--- config.mk ---
export PLATFORM = sky130hd
export DESIGN_NAME = guide_line_segment_tracker
export DESIGN_NICKNAME = d
export VERILOG_FILES = /design/src/rtl/gls_pkg.sv /design/src/rtl/guide_line_segment_tracker.sv
export SDC_FILE = /design/constraint.sdc
export NUM_CORES = 1
export LEC_CHECK = 0
export BUFFER_PORTS_ARGS = -buffer_cell sky130_fd_sc_hd__buf_2
export CORE_AREA = 10 10 182 184
export CTS_CLUSTER_DIAMETER = 40
export DETAILED_ROUTE_END_ITERATION = 10
export DIE_AREA = 0 0 192 194
export SLEW_MARGIN = 0
export SYNTH_ARGS = -nofsm -noshare
export SYNTH_HDL_FRONTEND = slang
export SYNTH_SLANG_ARGS = --single-unit
--- constraint.sdc ---
create_clock -name clk -period 10.3 [get_ports clk]
set_input_delay 0.515 -clock clk [delete_from_list [all_inputs] [get_ports clk]]
set_output_delay 0.515 -clock clk [all_outputs]
set_load 0.05 [all_outputs]
--- src/rtl/gls_pkg.sv ---
package gls_pkg;

  localparam int SENSOR_COUNT = 16;
  localparam int MAX_SEGMENTS = 4;

  localparam int IDX_W    = $clog2(SENSOR_COUNT);
  localparam int PC_W     = $clog2(SENSOR_COUNT + 1);
  localparam int ACTIVE_W = 5;
  localparam int SEG_W    = 3;
  localparam int MID_W    = 6;
  localparam int MR_W     = 5;
  localparam int FR_W     = 8;
  localparam int ADDR_W   = 5;
  localparam int DATA_W   = 32;
  localparam int IN_W     = 16;
  localparam int OUT_W    = 16;

  typedef enum logic [2:0] {
    REG_BRANCH_LEFT    = 3'd0,
    REG_DEFAULT_MIDDLE = 3'd1,
    REG_MIN_RUN        = 3'd2,
    REG_OFF_FRAMES     = 3'd3,
    REG_ON_FRAMES      = 3'd4
  } reg_idx_t;

  localparam logic [MID_W-1:0] DEFAULT_MIDDLE_RST = MID_W'(17);
  localparam logic [MR_W-1:0]  MIN_RUN_RST        = MR_W'(2);
  localparam logic [FR_W-1:0]  OFF_FRAMES_RST     = FR_W'(5);
  localparam logic [FR_W-1:0]  ON_FRAMES_RST      = FR_W'(10);

endpackage

--- src/rtl/guide_line_segment_tracker.sv ---
// Guide-line segment tracker.
// A frame request on the in_ channel carries the sensor mask in in_tdata. For
// every frame one result request leaves on the out_ channel with the active
// sensor count, the number of qualifying segments, a single-segment flag, the
// doubled middle of the followed segment and the on-line status.
// Runs of active sensors at least min_run long count as segments. The first
// segment is followed, or the second one at a fork when branch_left is set.
// With no segment the last middle is repeated, or default_middle before any
// segment was seen. The on-line status changes after on_frames frames with
// segments or off_frames empty frames in a row.
// A frame passes an input register, then the segment scan, then the result
// register. One frame is accepted in every cycle unless the receiver stalls;
// the scan over the mask is a single combinational pass between those two
// registers, so the rate is one frame per cycle. A stalled receiver holds the
// result register; the input register still takes one more frame, after which
// in_tready drops until the result leaves. Reset returns all registers to
// their defaults and empties both stages. The user must write registers over
// the cfg_ port only while the block is idle; the block does not enforce it.
module guide_line_segment_tracker (
  input  logic                     clk,
  input  logic                     rst_n,
  input  logic                     in_tvalid,
  output logic                     in_tready,
  // sensor_mask[15:0]
  input  logic [gls_pkg::IN_W-1:0] in_tdata,
  output logic                     out_tvalid,
  input  logic                     out_tready,
  // active_count[4:0], segment_count[7:5], single_segment[8],
  // middle_pos[14:9], on_line[15]
  output logic [gls_pkg::OUT_W-1:0] out_tdata,
  input  logic                       cfg_psel,
  input  logic                       cfg_penable,
  input  logic                       cfg_pwrite,
  input  logic [gls_pkg::ADDR_W-1:0] cfg_paddr,
  input  logic [gls_pkg::DATA_W-1:0] cfg_pwdata,
  output logic [gls_pkg::DATA_W-1:0] cfg_prdata,
  output logic                       cfg_pready
);
  import gls_pkg::*;

  localparam int N = SENSOR_COUNT;

  logic                  branch_left_r;
  logic [MID_W-1:0]      default_middle_r;
  logic [MR_W-1:0]       min_run_r;
  logic [FR_W-1:0]       off_frames_r;
  logic [FR_W-1:0]       on_frames_r;

  logic                  s1_valid_r;
  logic [N-1:0]          s1_mask_r;
  logic                  out_valid_r;
  logic [OUT_W-1:0]      out_data_r;

  logic [MID_W-1:0]      last_middle_r;
  logic                  middle_seen_r;
  logic                  online_r;
  logic [FR_W-1:0]       frame_cnt_r;

  logic                  in_accept;
  logic                  advance;
  logic                  cfg_write;
  reg_idx_t              cfg_idx;

  logic [N-1:0]          run_end;
  logic [N-1:0]          run_start;
  logic [N-1:0]          seg_ok;
  logic [N-1:0]          seg_second;
  logic [N-1:0]          seg_pick;
  logic [N-1:0]          shifted;
  logic [N-1:0]          inv_top;
  logic [MR_W-1:0]       mr_eff;
  logic [MR_W-1:0]       top_sh;
  logic                  mr_fits;
  logic [PC_W-1:0]       active_pc;
  logic [PC_W-1:0]       seg_pc;
  logic [SEG_W-1:0]      seg_count;
  logic [IDX_W-1:0]      end_idx;
  logic [IDX_W-1:0]      head_idx;
  logic [MID_W-1:0]      seg_middle;
  logic [MID_W-1:0]      middle;
  logic                  online_nxt;
  logic [FR_W-1:0]       frame_cnt_nxt;
  logic [FR_W-1:0]       frame_cnt_inc;
  logic [OUT_W-1:0]      out_data_nxt;

  assign in_accept  = in_tvalid && in_tready;
  assign advance    = s1_valid_r && (!out_valid_r || out_tready);
  assign in_tready  = !s1_valid_r || advance;
  assign out_tvalid = out_valid_r;
  assign out_tdata  = out_data_r;

  assign cfg_pready = 1'b1;
  assign cfg_write  = cfg_psel && cfg_penable && cfg_pwrite && cfg_pready;
  assign cfg_idx    = reg_idx_t'(cfg_paddr[ADDR_W-1:2]);

  always_comb begin
    case (cfg_idx)
      REG_BRANCH_LEFT:    cfg_prdata = DATA_W'(branch_left_r);
      REG_DEFAULT_MIDDLE: cfg_prdata = DATA_W'(default_middle_r);
      REG_MIN_RUN:        cfg_prdata = DATA_W'(min_run_r);
      REG_OFF_FRAMES:     cfg_prdata = DATA_W'(off_frames_r);
      REG_ON_FRAMES:      cfg_prdata = DATA_W'(on_frames_r);
      default:            cfg_prdata = '0;
    endcase
  end

  always_ff @(posedge clk) begin
    if (!rst_n) begin
      branch_left_r    <= 1'b0;
      default_middle_r <= DEFAULT_MIDDLE_RST;
      min_run_r        <= MIN_RUN_RST;
      off_frames_r     <= OFF_FRAMES_RST;
      on_frames_r      <= ON_FRAMES_RST;
    end else if (cfg_write) begin
      case (cfg_idx)
        REG_BRANCH_LEFT:    branch_left_r    <= cfg_pwdata[0];
        REG_DEFAULT_MIDDLE: default_middle_r <= cfg_pwdata[MID_W-1:0];
        REG_MIN_RUN:        min_run_r        <= cfg_pwdata[MR_W-1:0];
        REG_OFF_FRAMES:     off_frames_r     <= cfg_pwdata[FR_W-1:0];
        REG_ON_FRAMES:      on_frames_r      <= cfg_pwdata[FR_W-1:0];
        default: begin
        end
      endcase
    end
  end

  // A run ending at sensor i qualifies when the min_run sensors up to i are
  // all active; moving sensor i to the top bit makes that a test of top bits.
  always_comb begin
    mr_eff    = (min_run_r == '0) ? MR_W'(1) : min_run_r;
    mr_fits   = (mr_eff <= MR_W'(N));
    top_sh    = MR_W'(N) - mr_eff;
    run_end   = s1_mask_r & ~({1'b0, s1_mask_r[N-1:1]});
    run_start = s1_mask_r & ~({s1_mask_r[N-2:0], 1'b0});
    seg_ok    = '0;
    shifted   = '0;
    inv_top   = '0;
    for (int i = 0; i < N; i++) begin
      shifted   = s1_mask_r << (N - 1 - i);
      inv_top   = (~shifted) >> top_sh;
      seg_ok[i] = run_end[i] && mr_fits && (inv_top == '0);
    end
  end

  always_comb begin
    active_pc = '0;
    seg_pc    = '0;
    for (int i = 0; i < N; i++) begin
      active_pc = active_pc + PC_W'(s1_mask_r[i]);
      seg_pc    = seg_pc + PC_W'(seg_ok[i]);
    end
    if (seg_pc > PC_W'(MAX_SEGMENTS)) begin
      seg_count = SEG_W'(MAX_SEGMENTS);
    end else begin
      seg_count = SEG_W'(seg_pc);
    end
  end

  always_comb begin
    seg_second = seg_ok & (seg_ok - N'(1));
    seg_pick   = (branch_left_r && seg_count >= SEG_W'(2)) ? seg_second : seg_ok;
    end_idx    = '0;
    for (int i = N - 1; i >= 0; i--) begin
      if (seg_pick[i]) begin
        end_idx = IDX_W'(i);
      end
    end
    head_idx = '0;
    for (int i = 0; i < N; i++) begin
      if (run_start[i] && (IDX_W'(i) <= end_idx)) begin
        head_idx = IDX_W'(i);
      end
    end
    seg_middle = MID_W'(head_idx) + MID_W'(end_idx) + MID_W'(2);
    if (seg_count == '0) begin
      middle = middle_seen_r ? last_middle_r : default_middle_r;
    end else begin
      middle = seg_middle;
    end
  end

  always_comb begin
    frame_cnt_inc = frame_cnt_r + FR_W'(1);
    online_nxt    = online_r;
    frame_cnt_nxt = '0;
    if (online_r) begin
      if (seg_count == '0) begin
        if (frame_cnt_inc >= off_frames_r) begin
          online_nxt = 1'b0;
        end else begin
          frame_cnt_nxt = frame_cnt_inc;
        end
      end
    end else begin
      if (seg_count != '0) begin
        if (frame_cnt_inc >= on_frames_r) begin
          online_nxt = 1'b1;
        end else begin
          frame_cnt_nxt = frame_cnt_inc;
        end
      end
    end
    out_data_nxt = {online_nxt, middle, (seg_count == SEG_W'(1)), seg_count,
                    ACTIVE_W'(active_pc)};
  end

  always_ff @(posedge clk) begin
    if (!rst_n) begin
      s1_valid_r    <= 1'b0;
      out_valid_r   <= 1'b0;
      last_middle_r <= DEFAULT_MIDDLE_RST;
      middle_seen_r <= 1'b0;
      online_r      <= 1'b0;
      frame_cnt_r   <= '0;
    end else begin
      if (in_accept) begin
        s1_valid_r <= 1'b1;
      end else if (advance) begin
        s1_valid_r <= 1'b0;
      end
      if (advance) begin
        out_valid_r <= 1'b1;
        online_r    <= online_nxt;
        frame_cnt_r <= frame_cnt_nxt;
        if (seg_count != '0) begin
          last_middle_r <= seg_middle;
          middle_seen_r <= 1'b1;
        end
      end else if (out_tready) begin
        out_valid_r <= 1'b0;
      end
    end
  end

  always_ff @(posedge clk) begin
    if (in_accept) begin
      s1_mask_r <= in_tdata[N-1:0];
    end
    if (advance) begin
      out_data_r <= out_data_nxt;
    end
  end

`ifndef ASSERT_OFF
  a_online_moves_on_advance: assert property (@(posedge clk) disable iff (!rst_n)
    !advance |=> $stable(online_r))
    else $error("line status changed without a frame");

  a_single_flag: assert property (@(posedge clk) disable iff (!rst_n)
    out_valid_r |-> (out_data_r[8] == (out_data_r[7:5] == SEG_W'(1))))
    else $error("single segment flag disagrees with segment count");

  a_seg_cap: assert property (@(posedge clk) disable iff (!rst_n)
    out_valid_r |-> (out_data_r[7:5] <= SEG_W'(MAX_SEGMENTS)))
    else $error("segment count above limit");

  a_ready_when_empty: assert property (@(posedge clk) disable iff (!rst_n)
    !out_valid_r |-> in_tready)
    else $error("input stalled with an empty result register");

  a_result_follows_advance: assert property (@(posedge clk) disable iff (!rst_n)
    advance |=> out_valid_r)
    else $error("frame left the input register without a result");
`endif

endmodule

* Word level (Yosys, flattened, before mapping)
Cells that the tools add are included.
** Word-level totals
- Bits of input ports :: 60
- Bits in registers :: 78
- Logic and storage cells :: 244
** Operators by class
- Shifts and indexed selects :: 16
- Magnitude comparators :: 20
- Equality and inequality tests :: 5
- Reductions and logical operators :: 84
- Multiplexer cells :: 51
- Add/subtract/negate cells :: 35
- Bitwise logic cells :: 20
** Operators by type and width (count)
- $logic_not A16 Y1 :: 16
- $not A16 Y16 :: 16
- $shr A16 B5 Y16 :: 16
- $mux W4 :: 30
- $add A5 B1 Y5 :: 22
- $logic_and A1 B1 Y1 :: 52
- $and A16 B16 Y16 :: 3
- $mux W8 :: 5
- $pmux W8 S5 :: 1
- $le A4 B4 Y1 const A :: 8
- $ge A8 B8 Y1 :: 2
- $le A3 B4 Y1 const A :: 4
- $mux W16 :: 1
- $not A15 Y16 :: 1
- $sub A16 B1 Y16 const B :: 1
- $mux W6 :: 2
- $reduce_and A2 Y1 :: 6
- $add A4 B1 Y5 :: 2
- $mux W1 :: 10
- $add A3 B1 Y4 :: 2
- $add A8 B1 Y8 const B :: 1
- $le A2 B4 Y1 const A :: 2
- $add A2 B1 Y3 :: 2
- $add A5 B2 Y6 const B :: 1
- 18 further kinds :: 25

* Longest topological paths before layout
- Depth in word-level cells :: 62
- Gate-level depth with buffers :: 52
- Depth with buffers taken out :: 47

* Worst setup path after synthesis
No wires, ideal clock.
- Path kind :: flip-flop to flip-flop
- From :: register min_run_r[1]
- To :: register out_data_r[14] (netlist: out_tdata[14]), data pin
- Required time :: 10.036 ns
- Data arrival time :: 10.729 ns
- Stages on the path, launching flop included :: 50
- Setup slack :: -0.693 ns
- Period minus slack after synthesis :: 10.993 ns
- Cells stage by stage :: dfxtp_1 > buf_6 > or4_4 > buf_6 > nand2_4 > inv_2 > buf_2 > buf_1 > ha_1 > buf_2 > buf_2 > buf_1 > clkbuf_1 > buf_1 > nor3_1 > o32ai_1 > a31oi_1 > o31ai_2 > (+14 left out) > or4_4 > nor2_4 > nand4_1 > maj3_2 > o31ai_1 > o32ai_1 > a21oi_1 > nor4b_2 > o31ai_1 > a32oi_1 > o22ai_1 > ha_1 > ha_1 > fa_1 > a21oi_1 > nor2b_1 > nand2_1 > o21ai_0
** On the way
- Longest elaborated chain between the ends :: 62
- Elaborated cells between the ends (all ways) :: 155
- Classes of those cells :: add/sub (19); order compare (18); shift (16); mux (35); bitwise (1); reduce/logical (66)
** RTL lines
- from (decl) :: RTL line guide_line_segment_tracker.sv:45 : logic [MR_W-1:0] min_run_r;
- from (signal assigned) :: RTL line guide_line_segment_tracker.sv:118 : REG_MIN_RUN: min_run_r <= cfg_pwdata[MR_W-1:0];
- $logic_not A5 Y1 :: RTL line guide_line_segment_tracker.sv:130 : mr_eff = (min_run_r == '0) ? MR_W'(1) : min_run_r;
- $mux W5 (*) :: RTL line guide_line_segment_tracker.sv:130
- $sub A5 B5 Y5 :: RTL line guide_line_segment_tracker.sv:132 : top_sh = MR_W'(N) - mr_eff;
- $shr A16 B5 Y16 :: RTL line guide_line_segment_tracker.sv:140 : inv_top = (~shifted) >> top_sh;
- $logic_not A16 Y1 :: RTL line guide_line_segment_tracker.sv:141 : seg_ok[i] = run_end[i] && mr_fits && (inv_top == '0);
- $logic_and A1 B1 Y1 :: RTL line guide_line_segment_tracker.sv:141
- $add A1 B1 Y2 :: RTL line guide_line_segment_tracker.sv:150 : seg_pc = seg_pc + PC_W'(seg_ok[i]);
- $add A2 B1 Y3 :: RTL line guide_line_segment_tracker.sv:150
- (+34 left out)
- $le A1 B4 Y1 :: RTL line guide_line_segment_tracker.sv:170 : if (run_start[i] && (IDX_W'(i) <= end_idx)) begin
- $logic_and A1 B1 Y1 :: RTL line guide_line_segment_tracker.sv:170
- $mux W1 :: RTL line guide_line_segment_tracker.sv:170
- $mux W4 (14 in a row) :: RTL line guide_line_segment_tracker.sv:170
- $add A4 B4 Y5 :: RTL line guide_line_segment_tracker.sv:174 : seg_middle = MID_W'(head_idx) + MID_W'(end_idx) + MID_W'(2);
- $add A5 B2 Y6 :: RTL line guide_line_segment_tracker.sv:174
- $mux W6 (*) :: RTL line guide_line_segment_tracker.sv:175 : if (seg_count == '0) begin
- named net middle[5] :: RTL line guide_line_segment_tracker.sv:80 : logic [MID_W-1:0] middle;
- to (signal assigned) :: RTL line guide_line_segment_tracker.sv:240 : out_data_r <= out_data_nxt;
- to (decl) :: RTL line guide_line_segment_tracker.sv:52 : logic [OUT_W-1:0] out_data_r;
Mark *: on every way through the listed nets, which the timed path passes. The rest lies on a longest branch.
A chain may end at the register's enable or synchronous reset.

* Final worst setup path
- From :: register min_run_r[4]
- To :: register out_data_r[14] (netlist: out_tdata[14]), data pin
Same word-level chain as after synthesis.

==> report_table.html <==
<table>
<tr><th>Metric</th><th>Value</th></tr>
<tr><th colspan="2">STA</th></tr>
<tr><td>Achievable clock frequency</td><td>96.5 MHz</td></tr>
<tr><td>Slew HR</td><td>0.204</td></tr>
<tr><td>Sum of negative setup slack</td><td>-0.153 ns</td></tr>
<tr><td>Fin worst setup slack</td><td>-0.0625 ns</td></tr>
<tr><td>Count of final hold-check violations</td><td>0</td></tr>
<tr><td>Setup skew after layout</td><td>0.00672 ns</td></tr>
<tr><td>Total setup violations reported at the end of the flow</td><td>3</td></tr>
<tr><td>Slew at the pin with the worst max-slew slack</td><td>1.18 ns</td></tr>
<tr><td>Max-slew violation total from the final report</td><td>0</td></tr>
<tr><td>Share of the clock period used by the worst path</td><td>1.01</td></tr>
<tr><td>Unrepaired setup endpoints after global routing</td><td>true</td></tr>
<tr><td>Minimum clock period after layout</td><td>10.36 ns</td></tr>
<tr><th colspan="2">Final layout</th></tr>
<tr><td>Fraction of layout cells with a size suffix above 1</td><td>0.314</td></tr>
<tr><td>Final-stage net count</td><td>1412</td></tr>
<tr><td>Core occupancy in the finished layout</td><td>0.390</td></tr>
<tr><td>Final Instance Area</td><td>11500 um^2</td></tr>
<tr><td>Commonest non-fill, non-tap cell in the layout</td><td>buf_4</td></tr>
<tr><td>Top library cells by usage in the layout, fill and taps aside</td><td>buf_4 (200), nand2_1 (101), inv_1 (68)</td></tr>
<tr><td>Diodes inserted</td><td>0</td></tr>
<tr><td>Relative area change from synthesis to final layout</td><td>31.6%</td></tr>
<tr><th colspan="2">Floorplanning</th></tr>
<tr><td>Starting utilization of the core area</td><td>0.296</td></tr>
<tr><td>Chip width</td><td>between 150 and 200 um</td></tr>
<tr><td>Area inside the core boundary</td><td>roughly 29000 um^2</td></tr>
<tr><td>Die height</td><td>a little under 200 um</td></tr>
<tr><td>Total die area</td><td>37200 um^2</td></tr>
<tr><td>Num rows</td><td>63</td></tr>
<tr><td>I/O pin count</td><td>111</td></tr>
<tr><th colspan="2">Global routing</th></tr>
<tr><td>Via count of the first global-routing pass</td><td>9221</td></tr>
<tr><td>Overall global routing resource usage</td><td>0.172</td></tr>
<tr><td>Maximum number of pins on one net before global-route repair</td><td>47</td></tr>
<tr><td>Global-route wire length before repair</td><td>51.9 mm</td></tr>
<tr><td>Global route overflow</td><td>0</td></tr>
<tr><td>Number of antenna violations at the first check in global routing</td><td>0</td></tr>
<tr><th colspan="2">Run status</th></tr>
<tr><td>Failing checks</td><td>negative setup slack</td></tr>
<tr><td>Outcome</td><td>finished, violations left</td></tr>
<tr><th colspan="2">Detailed routing</th></tr>
<tr><td>Routed via count divided by cell count</td><td>5.61</td></tr>
<tr><td>Detailed router's first-iteration violation count</td><td>986</td></tr>
<tr><td>Antenna viol nets, final</td><td>0</td></tr>
<tr><td>Detailed-routing iteration count for the pre-antenna-repair pass</td><td>6</td></tr>
<tr><td>Routed met2 length</td><td>15.5 mm</td></tr>
<tr><td>Met1 layer wirelength in the final routing</td><td>13.9 mm</td></tr>
<tr><td>Drc violations</td><td>0</td></tr>
<tr><td>WL met3</td><td>2.73 mm</td></tr>
<tr><td>Detailed Route WL</td><td>33.4 mm</td></tr>
<tr><td>Via Count</td><td>9459</td></tr>
<tr><td>Highest routed metal layer</td><td>met4</td></tr>
<tr><td>Final routed wire length divided by cell count</td><td>roughly 20 um</td></tr>
<tr><th colspan="2">Clock tree</th></tr>
<tr><td>Root Driver</td><td>clkbuf_16</td></tr>
<tr><td>Cts hold-fix bufs</td><td>0</td></tr>
<tr><td>Later-pin clock latency in the skew report</td><td>0.36 ns</td></tr>
<tr><td>CTS tree</td><td>yes</td></tr>
<tr><td>Clock-pin slew on the worst setup and hold paths</td><td>0.06 ns</td></tr>
<tr><td>Bufs on Longest Clock Path</td><td>2</td></tr>
<tr><td>Clock net sink count</td><td>between 70 and 80</td></tr>
<tr><td>Total CTS buffers</td><td>9</td></tr>
<tr><td>H-tree levels</td><td>3</td></tr>
<tr><th colspan="2">Power and ir drop</th></tr>
<tr><td>Maximum resistive drop on vdd</td><td>0.0899 mV</td></tr>
<tr><td>Leak</td><td>0.00472 uW</td></tr>
<tr><td>Share of power burned in registers</td><td>0.277</td></tr>
<tr><td>Share of total power in the clock network</td><td>0.236</td></tr>
<tr><td>Switching pwr</td><td>572 uW</td></tr>
<tr><td>Final total power</td><td>1410 uW</td></tr>
<tr><td>Ratio of total power to cell area</td><td>123 nW/um^2</td></tr>
<tr><td>Share of power burned in combinational logic</td><td>0.487</td></tr>
<tr><td>Internal</td><td>approximately 840 uW</td></tr>
<tr><td>Fraction of power spent switching nets</td><td>0.406</td></tr>
<tr><th colspan="2">Logic synthesis</th></tr>
<tr><td>Synth Flop Type</td><td>dfxtp_1</td></tr>
<tr><td>Fraction of the yosys area taken by sequential cells</td><td>0.216</td></tr>
<tr><td>Number of warnings issued by yosys</td><td>0</td></tr>
<tr><td>EDFF count, synth</td><td>32</td></tr>
<tr><td>Netlist Area Pre-Place</td><td>roughly 8700 um^2</td></tr>
<tr><td>Number of cells produced by synthesis</td><td>between 1000 and 1500</td></tr>
<tr><td>Yosys reg bits</td><td>78</td></tr>
<tr><td>Synthesized area divided by synthesized cell count</td><td>7.99 um^2</td></tr>
<tr><td>Distinct cell type count of the synthesized netlist</td><td>100</td></tr>
<tr><td>Cell taking the most area after synthesis</td><td>edfxtp_1</td></tr>
<tr><td>Async set-reset flop share out of synthesis</td><td>0</td></tr>
<tr><td>Ranking of synthesized cells by area</td><td>edfxtp_1 (11%), dfxtp_1 (11%), ha_1 (5.7%), fa_1 (4.8%), nand2_1 (4.4%)</td></tr>
<tr><td>Yosys top cell area share</td><td>0.110</td></tr>
<tr><th colspan="2">Worst setup path</th></tr>
<tr><td>Maximum fanout along the worst path</td><td>12</td></tr>
<tr><td>Critical path capture point type</td><td>flip-flop</td></tr>
<tr><td>Data required time at the worst endpoint</td><td>roughly 10 ns</td></tr>
<tr><td>Slowest stage delay, CP</td><td>0.58 ns</td></tr>
<tr><td>Crit path max-delay cell type</td><td>fa_1</td></tr>
<tr><td>Setup slack of the most critical reg-to-reg path</td><td>-0.06 ns</td></tr>
<tr><td>Capture point of the critical path</td><td>out_tdata[14]</td></tr>
<tr><td>Logic depth of the worst register-to-register path</td><td>45</td></tr>
<tr><td>Kind of critical path</td><td>reg -&gt; reg</td></tr>
<tr><td>Total number of cells along the worst setup path</td><td>45</td></tr>
<tr><td>Reg-to-reg endpoint</td><td>out_tdata[14]</td></tr>
<tr><td>Worst setup path startpoint</td><td>min_run_r[4]</td></tr>
<tr><td>Sum of buffers and inverters on the critical path</td><td>9</td></tr>
<tr><td>Top Family by Delay on Critical Path</td><td>adder cells</td></tr>
<tr><td>Beginning of the worst register-to-register path</td><td>min_run_r[4]</td></tr>
<tr><td>Worst setup SP type</td><td>flip-flop</td></tr>
<tr><td>Data arrival time at the worst-slack endpoint</td><td>10.46 ns</td></tr>
<tr><td>Most Frequent Cell on Critical Path</td><td>fa_1</td></tr>
<tr><th colspan="2">Placed design</th></tr>
<tr><td>Sum of net half-perimeters after detailed placement</td><td>25.6 mm</td></tr>
<tr><td>Number of port buffers</td><td>59</td></tr>
<tr><td>Post-placement cell area</td><td>approximately 11000 um^2</td></tr>
<tr><td>Routability congestion estimate</td><td>approximately 1.0</td></tr>
<tr><th colspan="2">Hold path</th></tr>
<tr><td>Worst hold path type</td><td>in -&gt; reg</td></tr>
<tr><th colspan="2">Flow run</th></tr>
<tr><td>Maxcap violations</td><td>0</td></tr>
</table>
## logic make-up after synthesis
kind of cell    count (synthesis)  share of synthesized area
compound gates                351                      0.286
simple gates                  360                      0.221
other cells                     2                   0.000862
flops                          78                      0.216
fa+ha+maj                      64                      0.109
buf+inv                       181                     0.0977
mux                            43                     0.0573
xor+xnor                       12                     0.0121
## power groups by stage
| stage | Combinational (uW) | Clock, uW | Sequential (uW) |
|---|---|---|---|
| after floorplan | 395 | 0 | 443 |
| after global placement | 622 | 0 | 395 |
| after detailed placement | 632 | 0 | 395 |
| after CTS | 655 | 341 | 389 |
| after global routing | 753 | 353 | 393 |
| final | 687 | 333 | 390 |
## synth_stat cells, drive strengths merged, types with 9 or more instances
cell,instances
clkbuf,45
nor3,27
a21oi,70
nor2,55
o21ai,68
or3,10
nor4,19
nand3,34
inv,77
a21o,9
o22ai,15
a21boi,17
and3,13
o211ai,20
o31ai,17
dfxtp,46
mux2i,33
nor2b,36
nand2,103
a31oi,25
a211oi,15
nand4,11
and2,15
buf,55
ha,40
edfxtp,32
fa,21
nand2b,17
## final cells by class
cell class / instances / area, um^2
clock buffer: 10 / 229
clock inverter: 6 / 68.8
fill: 2983 / 17900
inverter: 81 / 307
multi-input combinational: 855 / 6590
sequential: 78 / 1880
tap: 390 / 488
timing repair buffer: 266 / 1900
## worst min-delay path by stage
stage	slack (ns)	endpoint	depth (start not counted)	start
after detailed placement	0.46	on_frames_r[6]	2	on_frames_r[6]
after floorplan	0.44	last_middle_r[0]	2	last_middle_r[0]
after CTS	0.32	s1_mask_r[1]	1	in_tdata[1]
after global routing	0.33	s1_mask_r[7]	1	in_tdata[7]
final	0.33	s1_mask_r[1]	1	in_tdata[1]
after global placement	0.45	last_middle_r[0]	2	last_middle_r[0]
## layer usage
metal / track usage / vias to the layer above
met1: 0.224 / 4559
met5: 0 / -
met2: 0.273 / 428
met3: 0.0317 / 88
met4: 0.0718 / 0
li1: - / 4384
## registers in the layout, summed over array words and instances (netlist names)
register          cells
last_middle_r         6
out_tvalid            1
off_frames_r          8
out_tdata            16
s1_mask_r            16
default_middle_r      6
online_r              1
middle_seen_r         1
on_frames_r           8
frame_cnt_r           8
min_run_r             5
s1_valid_r            1
branch_left_r         1
## through the flow
step           hold slack (ns)  worst slack [ns]  std cells
3_3_place_gp             0.451            -0.292       1640
5_1_grt                  0.329            -0.469       1686
4_1_cts                  0.323           -0.0581       1675
6_report                 0.333           -0.0625       1686
3_5_place_dp             0.460            -0.476       1640
2_1_floorplan            0.440           -0.0348       1114
## worst register-to-register path, delay by kind of cell (launching register included)
family	cells	cell delay (ns)
and+or+nand+nor	10	1.96
DFF	1	0.32
buffers and inverters	9	0.99
adders and majority gates	10	3.60
AOI/OAI and AO/OA	16	3.23
## timing repair
action / CTS / global route
pin swaps: 15 / 25
gates resized for setup: 33 / 50
setup buffers: 19 / 11
setup endpoints to repair: 9 / 11
(Power assumes the default switching activity.)
